## config.mk

```make
export PLATFORM = sky130hd
export DESIGN_NAME = mm_ctrl
export DESIGN_NICKNAME = d
export VERILOG_FILES = /design/src/mm_pkg.sv /design/src/mm_ctrl.sv
export SDC_FILE = /design/constraint.sdc
export NUM_CORES = 1
export LEC_CHECK = 0
export BUFFER_PORTS_ARGS = -buffer_cell sky130_fd_sc_hd__buf_4
export CAP_MARGIN = 15
export CORE_MARGIN = 4
export CORE_UTILIZATION = 35
export DETAILED_ROUTE_END_ITERATION = 8
export SYNTH_ARGS = -nofsm -noshare
export SYNTH_HDL_FRONTEND = slang
export SYNTH_SLANG_ARGS = --single-unit
```

## constraint.sdc

```tcl
create_clock -name clock -period 2.6 [get_ports clock]
set_input_delay 0.65 -clock clock [delete_from_list [all_inputs] [get_ports clock]]
set_output_delay 0.65 -clock clock [all_outputs]
set_load 0.05 [all_outputs]
```

## src/mm_pkg.sv

```systemverilog
`timescale 1ns / 1ps
// Shared types, codes and helpers for the matrix multiply block.
// No dependencies.
package mm_pkg;

   localparam int MAX_DIM_DEFAULT = 8;

   localparam int IDX_W  = 3;   // row / column / inner index fields
   localparam int DIM_W  = 4;   // dimension registers
   localparam int DATA_W = 32;  // Q16.16 element
   localparam int PROD_W = 64;  // Q32.32 product; Q48.16 accumulator
   localparam int CSR_IDX_W = 2;
   localparam int REQ_W  = 2;

   localparam logic [REQ_W-1:0] REQ_LOAD_A  = 2'd0;
   localparam logic [REQ_W-1:0] REQ_LOAD_B  = 2'd1;
   localparam logic [REQ_W-1:0] REQ_COMPUTE = 2'd2;

   localparam logic [CSR_IDX_W-1:0] CSR_ROWS_A    = 2'd0;
   localparam logic [CSR_IDX_W-1:0] CSR_INNER_DIM = 2'd1;
   localparam logic [CSR_IDX_W-1:0] CSR_COLS_B    = 2'd2;

   localparam logic [DIM_W-1:0] DIM_RESET = 4'd8;

   localparam int FRAC_BITS = 16;

   typedef struct packed {
      logic             first;     // first term of a product element
      logic             last;      // last term of a product element
      logic             last_run;  // last term of the whole run
      logic [IDX_W-1:0] row;
      logic [IDX_W-1:0] col;
   } mm_tag_type;

   typedef struct packed {
      logic             issue;
      logic             load_a;
      logic             load_b;
      logic [IDX_W-1:0] k;
      mm_tag_type       tag;
   } mm_cmd_type;

   typedef struct packed {
      logic run_done;
   } mm_sts_type;

   // 0 acts as 1, anything above the limit acts as the limit
   function automatic logic [DIM_W-1:0] clamp_dim(input logic [DIM_W-1:0] v,
                                                  input logic [DIM_W-1:0] lim);
      logic [DIM_W-1:0] r;
      if (v == '0)
         r = DIM_W'(1);
      else if (v > lim)
         r = lim;
      else
         r = v;
      return r;
   endfunction

endpackage

```

## src/mm_ctrl.sv

```systemverilog
`timescale 1ns / 1ps
// Controller: dimension registers, request decode and the i/j/k walk of a run.
// Depends on mm_pkg.
module mm_ctrl
   import mm_pkg::*;
#(
   parameter int MAX_DIM = MAX_DIM_DEFAULT
) (
   input  logic                 clock,
   input  logic                 reset,
   input  logic                 start,
   input  logic [REQ_W-1:0]     req_type,
   input  logic                 csr_we,
   input  logic [CSR_IDX_W-1:0] csr_index,
   input  logic [DIM_W-1:0]     csr_wdata,
   input  mm_sts_type           sts,
   output mm_cmd_type           cmd,
   output logic                 busy
);

   localparam logic [1:0] ST_IDLE  = 2'd0;
   localparam logic [1:0] ST_RUN   = 2'd1;
   localparam logic [1:0] ST_DRAIN = 2'd2;

   localparam logic [DIM_W-1:0] DIM_LIM = DIM_W'(MAX_DIM);

   logic [1:0]       state_ff, state_in;
   logic [DIM_W-1:0] rows_a_ff, inner_dim_ff, cols_b_ff;
   logic [DIM_W-1:0] nr_ff, nk_ff, nc_ff;
   logic [DIM_W-1:0] nr_in, nk_in, nc_in;
   logic [IDX_W-1:0] i_ff, j_ff, k_ff, i_in, j_in, k_in;
   logic             accept;
   logic             k_end, j_end, i_end;

   assign accept = start && (state_ff == ST_IDLE);
   assign k_end  = ({1'b0, k_ff} == nk_ff - DIM_W'(1));
   assign j_end  = ({1'b0, j_ff} == nc_ff - DIM_W'(1));
   assign i_end  = ({1'b0, i_ff} == nr_ff - DIM_W'(1));

   always_ff @(posedge clock) begin
      if (reset) begin
         rows_a_ff    <= DIM_RESET;
         inner_dim_ff <= DIM_RESET;
         cols_b_ff    <= DIM_RESET;
      end else if (csr_we) begin
         case (csr_index)
            CSR_ROWS_A:    rows_a_ff    <= csr_wdata;
            CSR_INNER_DIM: inner_dim_ff <= csr_wdata;
            CSR_COLS_B:    cols_b_ff    <= csr_wdata;
            default: ;
         endcase
      end
   end

   always_comb begin
      state_in = state_ff;
      i_in  = i_ff;
      j_in  = j_ff;
      k_in  = k_ff;
      nr_in = nr_ff;
      nk_in = nk_ff;
      nc_in = nc_ff;
      case (state_ff)
         ST_IDLE: begin
            if (accept && req_type == REQ_COMPUTE) begin
               nr_in = clamp_dim(rows_a_ff, DIM_LIM);
               nk_in = clamp_dim(inner_dim_ff, DIM_LIM);
               nc_in = clamp_dim(cols_b_ff, DIM_LIM);
               i_in  = '0;
               j_in  = '0;
               k_in  = '0;
               state_in = ST_RUN;
            end
         end
         ST_RUN: begin
            if (!k_end) begin
               k_in = k_ff + IDX_W'(1);
            end else begin
               k_in = '0;
               if (!j_end) begin
                  j_in = j_ff + IDX_W'(1);
               end else begin
                  j_in = '0;
                  if (i_end) begin
                     state_in = ST_DRAIN;
                  end else begin
                     i_in = i_ff + IDX_W'(1);
                  end
               end
            end
         end
         ST_DRAIN: begin
            if (sts.run_done) begin
               state_in = ST_IDLE;
            end
         end
         default: state_in = ST_IDLE;
      endcase
   end

   always_ff @(posedge clock) begin
      if (reset) begin
         state_ff <= ST_IDLE;
         i_ff  <= '0;
         j_ff  <= '0;
         k_ff  <= '0;
         nr_ff <= DIM_W'(1);
         nk_ff <= DIM_W'(1);
         nc_ff <= DIM_W'(1);
      end else begin
         state_ff <= state_in;
         i_ff  <= i_in;
         j_ff  <= j_in;
         k_ff  <= k_in;
         nr_ff <= nr_in;
         nk_ff <= nk_in;
         nc_ff <= nc_in;
      end
   end

   always_comb begin
      cmd.issue        = (state_ff == ST_RUN);
      cmd.load_a       = accept && (req_type == REQ_LOAD_A);
      cmd.load_b       = accept && (req_type == REQ_LOAD_B);
      cmd.k            = k_ff;
      cmd.tag.first    = (k_ff == '0);
      cmd.tag.last     = k_end;
      cmd.tag.last_run = k_end && j_end && i_end;
      cmd.tag.row      = i_ff;
      cmd.tag.col      = j_ff;
   end

   assign busy = (state_ff != ST_IDLE);

endmodule

```

==> results by group, run 1 <==
Placement
  – Cells after DPL: about 300
  – Final HPWL from detailed placement: ~2.8 mm
  – Post-DP Area: around 0.0022 mm²
  – PortBufs: 28
  – Setup WS pre-CTS: between 0.04 and 0.05 ns
  – GPL Wtd Cong: 0.791

Hold path
  – Hold Crit Class: flop to flop
  – Hold EP: nr_ff[0]
  – Hold depth: 1
  – Startpoint of the lowest-slack hold path: nr_ff[0]

Pwr
  – Peak supply drop: around 0.00024 V
  – Pwr Density: around 560 mW/mm²
  – Switch Pwr: roughly 0.36 mW
  – Reg power frac: roughly 42%
  – Clk pwr share: 37.8%
  – Int Pwr: 0.978 mW
  – Part of the power in combinational logic: roughly a fifth
  – Sw frac: between 20% and 30%
  – Total power: approximately 1.3 mW
  – Static leakage: roughly 1.1 nW

Yosys
  – Ys flop type: dfxtp_1
  – Mapped cell area: 0.00185 mm²
  – Sequential area share after synthesis: about 38%
  – Synth warn: 0
  – Mapped Avg Cell Area: ~9 µm²
  – Yosys cell types: 45
  – Net Count, Synth: about 230
  – Async set-reset flop share out of synthesis: 0%
  – Post-synth EDFFs: 0
  – #FFs+latches synth: 35
  – Syn Inst Count: between 200 and 250

Global routing
  – Overflow after GRT: 0
  – Antenna violations before repair: 0
  – Largest net degree at the start of global routing: 39
  – Number of global-route vias before repair: around 1,400
  – GRT Util Overall: around an eighth
  – First-pass GRT wire length: about 6.6 mm

Timing
  – Slew Limit Fails: 0
  – Tcrit/Tclk final: 103%
  – Setup violators final: 1
  – Worst setup margin: -0.0887 ns
  – RSZ-0062 raised after global routing: yes
  – Minimum clock period: approximately 2.7 ns
  – Clock Skews: slightly above 0.009 ns
  – Worst slew pin tran: 0.443 ns
  – F_max: roughly 370 MHz
  – Max_slew headroom: a little over two thirds
  – Setup TNS Final: -0.0887 ns
  – Final hold viol count: 0

Final layout
  – Final instance area: about 0.0024 mm²
  – Commonest non-fill, non-tap cell in the layout: buf_4
  – Layout Cells excl Fill: 314
  – # diodes: 0
  – Share of cells above drive strength 1: 29.5%
  – Fill count: between 500 and 600
  – Final nets: about 260
  – Most frequent cells in the layout: 38 x buf_4, 31 x nor2_1, 30 x dfxtp_1
  – Area delta synth->final: 29.9%

Critical path
  – Critical path arrival: roughly 2 ns
  – Cells on worst reg2reg path: 9
  – Worst r2r src: nk_ff[1]
  – WP data required: 1.95 ns
  – Crit Path Max Fanout: 3
  – Worst r2r dst: i_ff[0]
  – Crit path launch type: flop
  – Crit Path Class: flop to primary output
  – Worst reg2reg setup slack: slightly above 0.4 ns
  – Worst Setup End Kind: primary output

Floorplan
  – Die ar.: 0.00650 mm²
  – FP Rows: 26
  – Horiz. Die Dim: 80.6 µm
  – CORE AREA: 0.00511 mm²
  – Initial core utilization: a little over a third
  – Die Ht: 80.6 µm
  – I/O pin count: 29

Routing
  – Routed WL per cell: around 12 µm
  – Post-DR vias/cell: 4.90
  – Wire length on met1: 1.82 mm
  – Met2 routed WL: approximately 1.8 mm
  – Drt pass-1 iters: 4
  – DR top layer: met4
  – WL met3: ~190 µm
  – DRC: 0
  – Drt initial violations: a little over 90
  – Final WL: between 3 and 4 mm
  – Vias: ~1,500
  – Routed Antenna Nets: 0

Run
  – Max Cap Violations: 0

Clocking
  – Hold buffers post-CTS: 0
  – # H-tree levels: 2
  – Later-pin clock latency in the skew report: between 0.2 and 0.3 ns
  – Clock sinks: 35
  – CTS tree: yes
  – Cts bufs inserted: 5
  – Clock-pin slew on the worst setup and hold paths: 0.07 ns
  – Max clock buf depth: 2
  – Clock root cell: clkbuf_8

Run status
  – Run status: finished with violations
  – Failing checks: negative setup slack
[Yosys cell counts, drive strengths merged (3+ instances only)]
library cell  number  share of area [%]
nand2              4               0.81
dfxtp             35                 38
ha                 7                4.7
nor3b             10                4.1
clkbuf             6                1.2
nand3              3               0.81
nand3b             3                1.2
xor2               7                3.3
nor3               6                1.6
nand2b             5                1.7
and3b              3                1.4
mux2i             14                7.6
nor2b              3                1.0
a21oi             11                3.0
a211o              7                3.3
inv               15                3.0
nor2              31                6.3
buf                3                1.1
[metrics by stage]
stage | hold slack, ns | utilization (%)
6_report | 0.503 | 47.0
5_1_grt | 0.528 | 47.0
4_1_cts | 0.508 | 46.6
3_5_place_dp | 0.491 | 42.8
3_3_place_gp | 0.482 | 42.8
2_1_floorplan | 0.459 | -
[area by class of cell]
class,instances,area [µm²],area share (%)
clock buffers,6,82.6,3.44
clock inverters,2,35.0,1.46
inverters,15,56.3,2.35
multi-input cells,146,1120,46.8
flip-flops and latches,35,707,29.5
well taps,70,87.6,3.65
repair buffers,40,308,12.8
[layer usage]
metal	vias up	track usage, %
met5	-	0
met3	5	3.59
met2	26	21.9
met1	716	16.1
met4	0	3.55
li1	793	-
[how the worst max path moves through the flow]
stage,start,to,slack [ns]
2_1_floorplan,nc_ff[0],cmd[6],-0.13
3_3_place_gp,nc_ff[1],cmd[6],0.08
3_5_place_dp,nc_ff[1],cmd[6],0.05
4_1_cts,nk_ff[1],cmd[6],-0.15
5_1_grt,nc_ff[0],cmd[6],-0.21
6_report,nc_ff[1],cmd[6],-0.09
[critical path, stage by stage (launching register included)]
cell	delay [ns]
dfxtp_2	0.33
inv_2	0.04
ha_4	0.15
xor2_2	0.14
or3b_1	0.39
a211o_1	0.30
nor4_4	0.18
buf_6	0.20
[state kept, by name, summed over array words and instances (netlist names), 3 cells and up]
name          cells
cols_b_ff         4
i_ff              3
inner_dim_ff      4
j_ff              3
k_ff              3
nc_ff             4
nk_ff             4
nr_ff             4
rows_a_ff         4
[kinds of logic (layout without fill, tap and decap cells)]
family,count (synthesis),in the layout,share of synthesized area (%)
multiplexers,15,15,8.20
buffers and inverters,24,63,5.35
adder cells (fa/ha/maj),7,7,4.74
AO/OA/AOI/OAI,39,39,16.6
AND/OR/NAND/NOR,76,76,22.9
XOR/XNOR,9,9,4.27
flip-flops,35,35,37.9
[power groups by stage]
stage               Combinational [mW]  Sequential [mW]  Clock [mW]
global placement                 0.240            0.577           0
finish                           0.267            0.565       0.507
detailed placement               0.242            0.577           0
floorplan                        0.173            0.579           0
CTS                              0.266            0.565       0.523
global route                     0.290            0.568       0.547
[timing repair]
| item | in CTS | in global routing |
|---|---|---|
| endpoints found under the hold margin | 0 | 0 |
| endpoints found under the setup margin | 2 | 2 |
| setup buffers | 4 | 1 |
| pin swaps | 4 | 2 |
| resized for setup | 11 | 2 |
(Power assumes the default switching activity.)
==> run 2, diff against run 1 <==
PLACE_DENSITY = 0.57   (was not set)
==> results by group, run 2 (synthesis results as in run 1) <==
Clocking
  – Clock-pin slew on the worst setup and hold paths: about 0.07 ns
  – Clock sinks: 35
  – Cts bufs inserted: 5
  – Hold buffers post-CTS: 0
  – Clock root cell: clkbuf_8
  – CTS tree: yes
  – Max clock buf depth: 2
  – # H-tree levels: 2
  – Later-pin clock latency in the skew report: approximately 0.29 ns

Timing
  – Minimum clock period: between 2 and 3 ns
  – Slew Limit Fails: 0
  – Max_slew headroom: around 70%
  – Worst setup margin: -0.0977 ns
  – RSZ-0062 raised after global routing: yes
  – Setup violators final: 1
  – Tcrit/Tclk final: 104%
  – Final hold viol count: 0
  – Worst slew pin tran: between 0.4 and 0.5 ns
  – F_max: ~370 MHz
  – Clock Skews: 0.00922 ns

Hold path
  – Hold Crit Class: flop to flop

Floorplan
  – Initial core utilization: between 30% and 40%
  – Die ar.: ~0.0065 mm²
  – Die Ht: approximately 81 µm
  – CORE AREA: slightly above 0.005 mm²
  – I/O pin count: 29
  – Horiz. Die Dim: slightly above 80 µm
  – FP Rows: 26

Critical path
  – Crit path launch type: flop
  – Crit Path Class: flop to primary output
  – Worst Setup End Kind: primary output
  – WP data required: ~2 ns
  – Crit Path Max Fanout: 3
  – Critical path arrival: a little over 2 ns

Global routing
  – GRT Util Overall: a little over an eighth
  – Largest net degree at the start of global routing: 39
  – Number of global-route vias before repair: between 1,000 and 1,500
  – Antenna violations before repair: 0
  – Overflow after GRT: 0
  – First-pass GRT wire length: 6.59 mm

Placement
  – PortBufs: 28
  – Cells after DPL: ~300
  – Post-DP Area: 0.00219 mm²
  – GPL Wtd Cong: 0.752
  – Final HPWL from detailed placement: roughly 2.7 mm

Routing
  – Drt initial violations: 52
  – Post-DR vias/cell: 4.90
  – Drt pass-1 iters: 4
  – Final WL: 3.98 mm
  – Routed WL per cell: 12.7 µm
  – Vias: between 1,500 and 2,000
  – Routed Antenna Nets: 0
  – DRC: 0

Final layout
  – Area delta synth->final: 28.5%
  – Layout Cells excl Fill: ~310
  – Final nets: around 260
  – Share of cells above drive strength 1: between 20% and 30%
  – # diodes: 0
  – Final instance area: about 0.0024 mm²
  – Most frequent cells in the layout: 36 x buf_4, 31 x nor2_1, 30 x dfxtp_1
  – Commonest non-fill, non-tap cell in the layout: buf_4
  – Layout Utilization: 46.4%

Pwr
  – Total power: approximately 1.3 mW
  – Static leakage: about 1.1 nW
  – Pwr Density: 538 mW/mm²
  – Peak supply drop: ~0.00020 V

Run status
  – Failing checks: negative setup slack
  – Run status: finished with violations

Run
  – Max Cap Violations: 0
==> run 2: per-layer routing <==
layer	GRT usage [%]	part of all wire (%)
met1	17.2	49
met2	20.0	44
met3	3.92	4.7
met4	6.08	1.9
met5	0	0
==> run 2: repair_timing <==
action / in CTS / in global routing
setup buffers: 4 / 0
hold endpoints to repair: 0 / 0
gates cloned: 0 / 0
gates resized for setup: 10 / 4
pin swaps: 4 / 2
setup endpoints to repair: 2 / 2
==> run 2: power breakdown <==
part	switching [mW]	total, mW	internal (mW)
Clock	0.201	0.443	0.242
Combinational	0.151	0.268	0.118
Sequential	0.0139	0.566	0.552
==> run 2: worst paths after layout <==
| check | startpoint | endpoint | slack, ns | cells past startpoint |
|---|---|---|---|---|
| worst max-delay path | nr_ff[0] | cmd[6] | -0.1 | 7 |
| worst min register to register | nr_ff[0] | nr_ff[0] | 0.51 | 1 |
| worst min-delay path | nr_ff[0] | nr_ff[0] | 0.51 | 1 |
| worst max register to register | nk_ff[1] | i_ff[0] | 0.55 | 8 |
==> run 2: area by class of cell <==
class	instances	area [µm²]
clock buffer	8	100
multi-input combinational	146	1120
fill	504	2740
inverter	15	56.3
sequential	35	707
tap	70	87.6
timing repair buffer	39	304
==> run 2: worst max-delay path: stages (launching register included) <==
cell and delay [ns]:
dfxtp_1 0.36, inv_1 0.08, ha_1 0.21, xor2_1 0.22
and3b_1 0.22, o221ai_2 0.15, nor4_4 0.31, buf_6 0.20
==> run 2: per-stage QoR <==
| stage | hold slack (ns) | worst slack [ns] | setup TNS, ns |
|---|---|---|---|
| floorplan | 0.459 | -0.125 | -0.125 |
| global placement | 0.489 | 0.0733 | 0 |
| detailed placement | 0.494 | 0.0461 | 0 |
| CTS | 0.511 | -0.172 | -0.190 |
| global route | 0.544 | -0.203 | -0.203 |
| finish | 0.511 | -0.0977 | -0.0977 |
==> run 3, diff against run 2 <==
ABC_AREA = 1   (was not set)
CORE_MARGIN = 2   (was 4)
==> results by group, run 3 <==
Clocking
  – CTS tree: yes
  – Max clock buf depth: 2
  – Clock-pin slew on the worst setup and hold paths: 0.07 ns
  – # H-tree levels: 2
  – Clock root cell: clkbuf_8
  – Later-pin clock latency in the skew report: between 0.2 and 0.3 ns
  – Post-CTS setup buffer count: 0
  – Cts bufs inserted: 5
  – Clock sinks: 35

Global routing
  – M2 GR Usage: a little over a fifth
  – Largest net degree at the start of global routing: 22
  – Overflow after GRT: 0
  – GRT met1 Usage: a little under a fifth
  – Antenna violations before repair: 0
  – Met3 Use GR: 4.19%
  – Number of global-route vias before repair: ~1,500
  – First-pass GRT wire length: ~6.7 mm
  – GRT busiest layer: met2
  – GRT Util Overall: approximately 14%

Final layout
  – Share of cells above drive strength 1: about a fifth
  – Fill count: about 560
  – # diodes: 0
  – Register area: around 710 µm²
  – Commonest non-fill, non-tap cell in the layout: nand2_1
  – Final nets: around 330
  – Layout Utilization: approximately 45%
  – Most frequent cells in the layout: 60 x nand2_1, 46 x nor2_1, 36 x inv_1
  – Layout Cells excl Fill: between 300 and 400
  – Footprint of the multi-input gates: approximately 0.001 mm²
  – Area delta synth->final: 22.5%

Routing
  – DRC: 0
  – Final WL: between 3 and 4 mm
  – Routed WL per cell: around 11 µm
  – Drt initial violations: approximately 100
  – Vias: 1,692
  – Routed Antenna Nets: 0
  – Post-DR vias/cell: approximately 4.5
  – Drt pass-1 iters: 4

Critical path
  – Worst Setup End Kind: primary output
  – Worst path cell trace: inv_4, ha_4, nand2_1, inv_1, nor2_1, nand2_1, nor2_1, and2_1, nand2_2, nor3_2, buf_6
  – Worst stage delay on the critical path: 0.35 ns
  – Cell family with most CP delay: simple AND/OR/NAND/NOR gates
  – Critical path arrival: 1.90 ns
  – WP data required: ~2.0 ns
  – Crit path buf inv count: 3
  – Slowest-stage cell, CP: dfxtp_2
  – Crit Path Max Fanout: 5
  – Crit Path Class: flop to primary output
  – Crit path launch type: flop

Yosys
  – Ys flop type: dfxtp_1
  – Ranking of synthesized cells by area: dfxtp_1 37%, nand2_1 12%, nor2_1 9.2%, inv_1 7.6%, nand3_1 4.8%
  – Post-synthesis mux area share: 0%
  – Leading cell types by count after synthesis: 61 x nand2_1, 46 x nor2_1, 38 x inv_1
  – Cell type with the largest total area after synthesis: dfxtp_1
  – Yosys top cell area share: ~37%
  – Async set-reset flop share out of synthesis: 0%
  – Net Count, Synth: about 300
  – Mapped Avg Cell Area: between 6 and 7 µm²
  – Synth Area in Adders: approximately 4.6%
  – Sequential area share after synthesis: 37.2%
  – Synth warn: 0
  – Syn Inst Count: approximately 280
  – Xor/xnor share of the synthesized area: between 1 and 1.5%
  – Largest family of logic cells by synthesized area: simple AND/OR/NAND/NOR gates
  – #FFs+latches synth: 35
  – Mapped cell area: between 0.0015 and 0.002 mm²
  – Top-count cell post-synth: nand2_1
  – Compound-Gate Fraction of Synth Area: between 10 and 15%
  – Post-Synth Simple-Gate Area: 33.7%
  – Post-synth EDFFs: 0
  – Yosys cell types: 28

Pwr
  – Sw frac: a little over two fifths
  – Peak supply drop: just under 0.0005 V
  – Reg power frac: 29.3%
  – Clk pwr share: 24.7%
  – Total power: 2.36 mW
  – Switch Pwr: 1.02 mW
  – Static leakage: 1.04 nW
  – Pwr Density: approximately 1000 mW/mm²
  – Part of the power in combinational logic: a little under half
  – Int Pwr: roughly 1.3 mW

Timing
  – F_max: around 390 MHz
  – Worst setup margin: ~0.047 ns
  – Slew Limit Fails: 0
  – Setup violators final: 0
  – Minimum clock period: 2.55 ns
  – Final hold slack: between 0.4 and 0.5 ns
  – Max_slew headroom: 60.2%
  – Tcrit/Tclk final: a little over nine tenths
  – RSZ-0062 raised after global routing: yes
  – Final hold viol count: 0
  – Worst slew pin tran: 0.597 ns
  – Clock Skews: approximately 0.0031 ns

Placement
  – Final HPWL from detailed placement: ~3 mm
  – Setup WS pre-CTS: roughly 0.33 ns
  – GPL Wtd Cong: around 0.78
  – Cells after DPL: 368
  – PortBufs: 28

Floorplan
  – CORE AREA: around 0.0051 mm²
  – I/O pin count: 29
  – Die ar.: ~0.0060 mm²
  – Horiz. Die Dim: 77.4 µm
  – FP Rows: 26
  – Initial core utilization: around 37%
  – Die Ht: 77.4 µm

Hold path
  – Hold Crit Class: flop to flop

Run status
  – Run status: finished, final reports clean

Run
  – Max Cap Violations: 0
## run 3: routing by layer
metal / vias to the layer above / wire (µm)
met4: 0 / 18
li1: 930 / -
met1: 724 / 1970
met5: - / 0
met3: 3 / 170
met2: 35 / 1840
## run 3: final timing paths
| path | from | endpoint | slack [ns] | cells past startpoint |
|---|---|---|---|---|
| worst max register to register | nc_ff[0] | i_ff[2] | 0.80 | 12 |
| worst min register to register | cols_b_ff[0] | cols_b_ff[0] | 0.46 | 2 |
| worst max-delay path | nr_ff[0] | cmd[6] | 0.05 | 11 |
| worst min-delay path | cols_b_ff[0] | cols_b_ff[0] | 0.46 | 2 |
## run 3: cell families after synthesis
kind of cell,Yosys count
DFF,35
AOI/OAI and AO/OA,39
xor gates and xnor gates,3
buffers and inverters,49
adders and majority gates,7
and+or+nand+nor,143
## run 3: power groups by stage
| stage | registers, mW | clock network, mW | logic, mW |
|---|---|---|---|
| floorplan | 0.815 | 0 | 0.718 |
| global placement | 0.701 | 0 | 1.06 |
| detailed placement | 0.702 | 0 | 1.07 |
| CTS | 0.689 | 0.595 | 1.07 |
| global route | 0.703 | 0.621 | 1.20 |
| finish | 0.691 | 0.582 | 1.08 |
## run 3: what timing repair did
action,CTS,global route
setup endpoints to repair,0,1
hold buffers,0,0
gates resized for setup,0,10
## run 3: cell type report
cell class                      instances  area share (%)
Clock inverter                          2            2.60
Inverter                               43            7.15
Timing Repair Buffer                   28            9.27
Clock buffer                            6            3.14
Multi-Input combinational cell        192            43.5
Sequential cell                        35            30.6
Tap cell                               70            3.79
## run 3: tightest hold or removal path: stages (launching register included)
cell and delay (ns):
dfxtp_1 0.30, inv_1 0.06, a21oi_1 0.06
## run 3: stage by stage
step                TNS, ns  instance area (µm²)
global route        -0.0736                 2310
floorplan                 0                 1890
finish                    0                 2310
global placement          0                 2150
detailed placement        0                 2150
CTS                       0                 2280
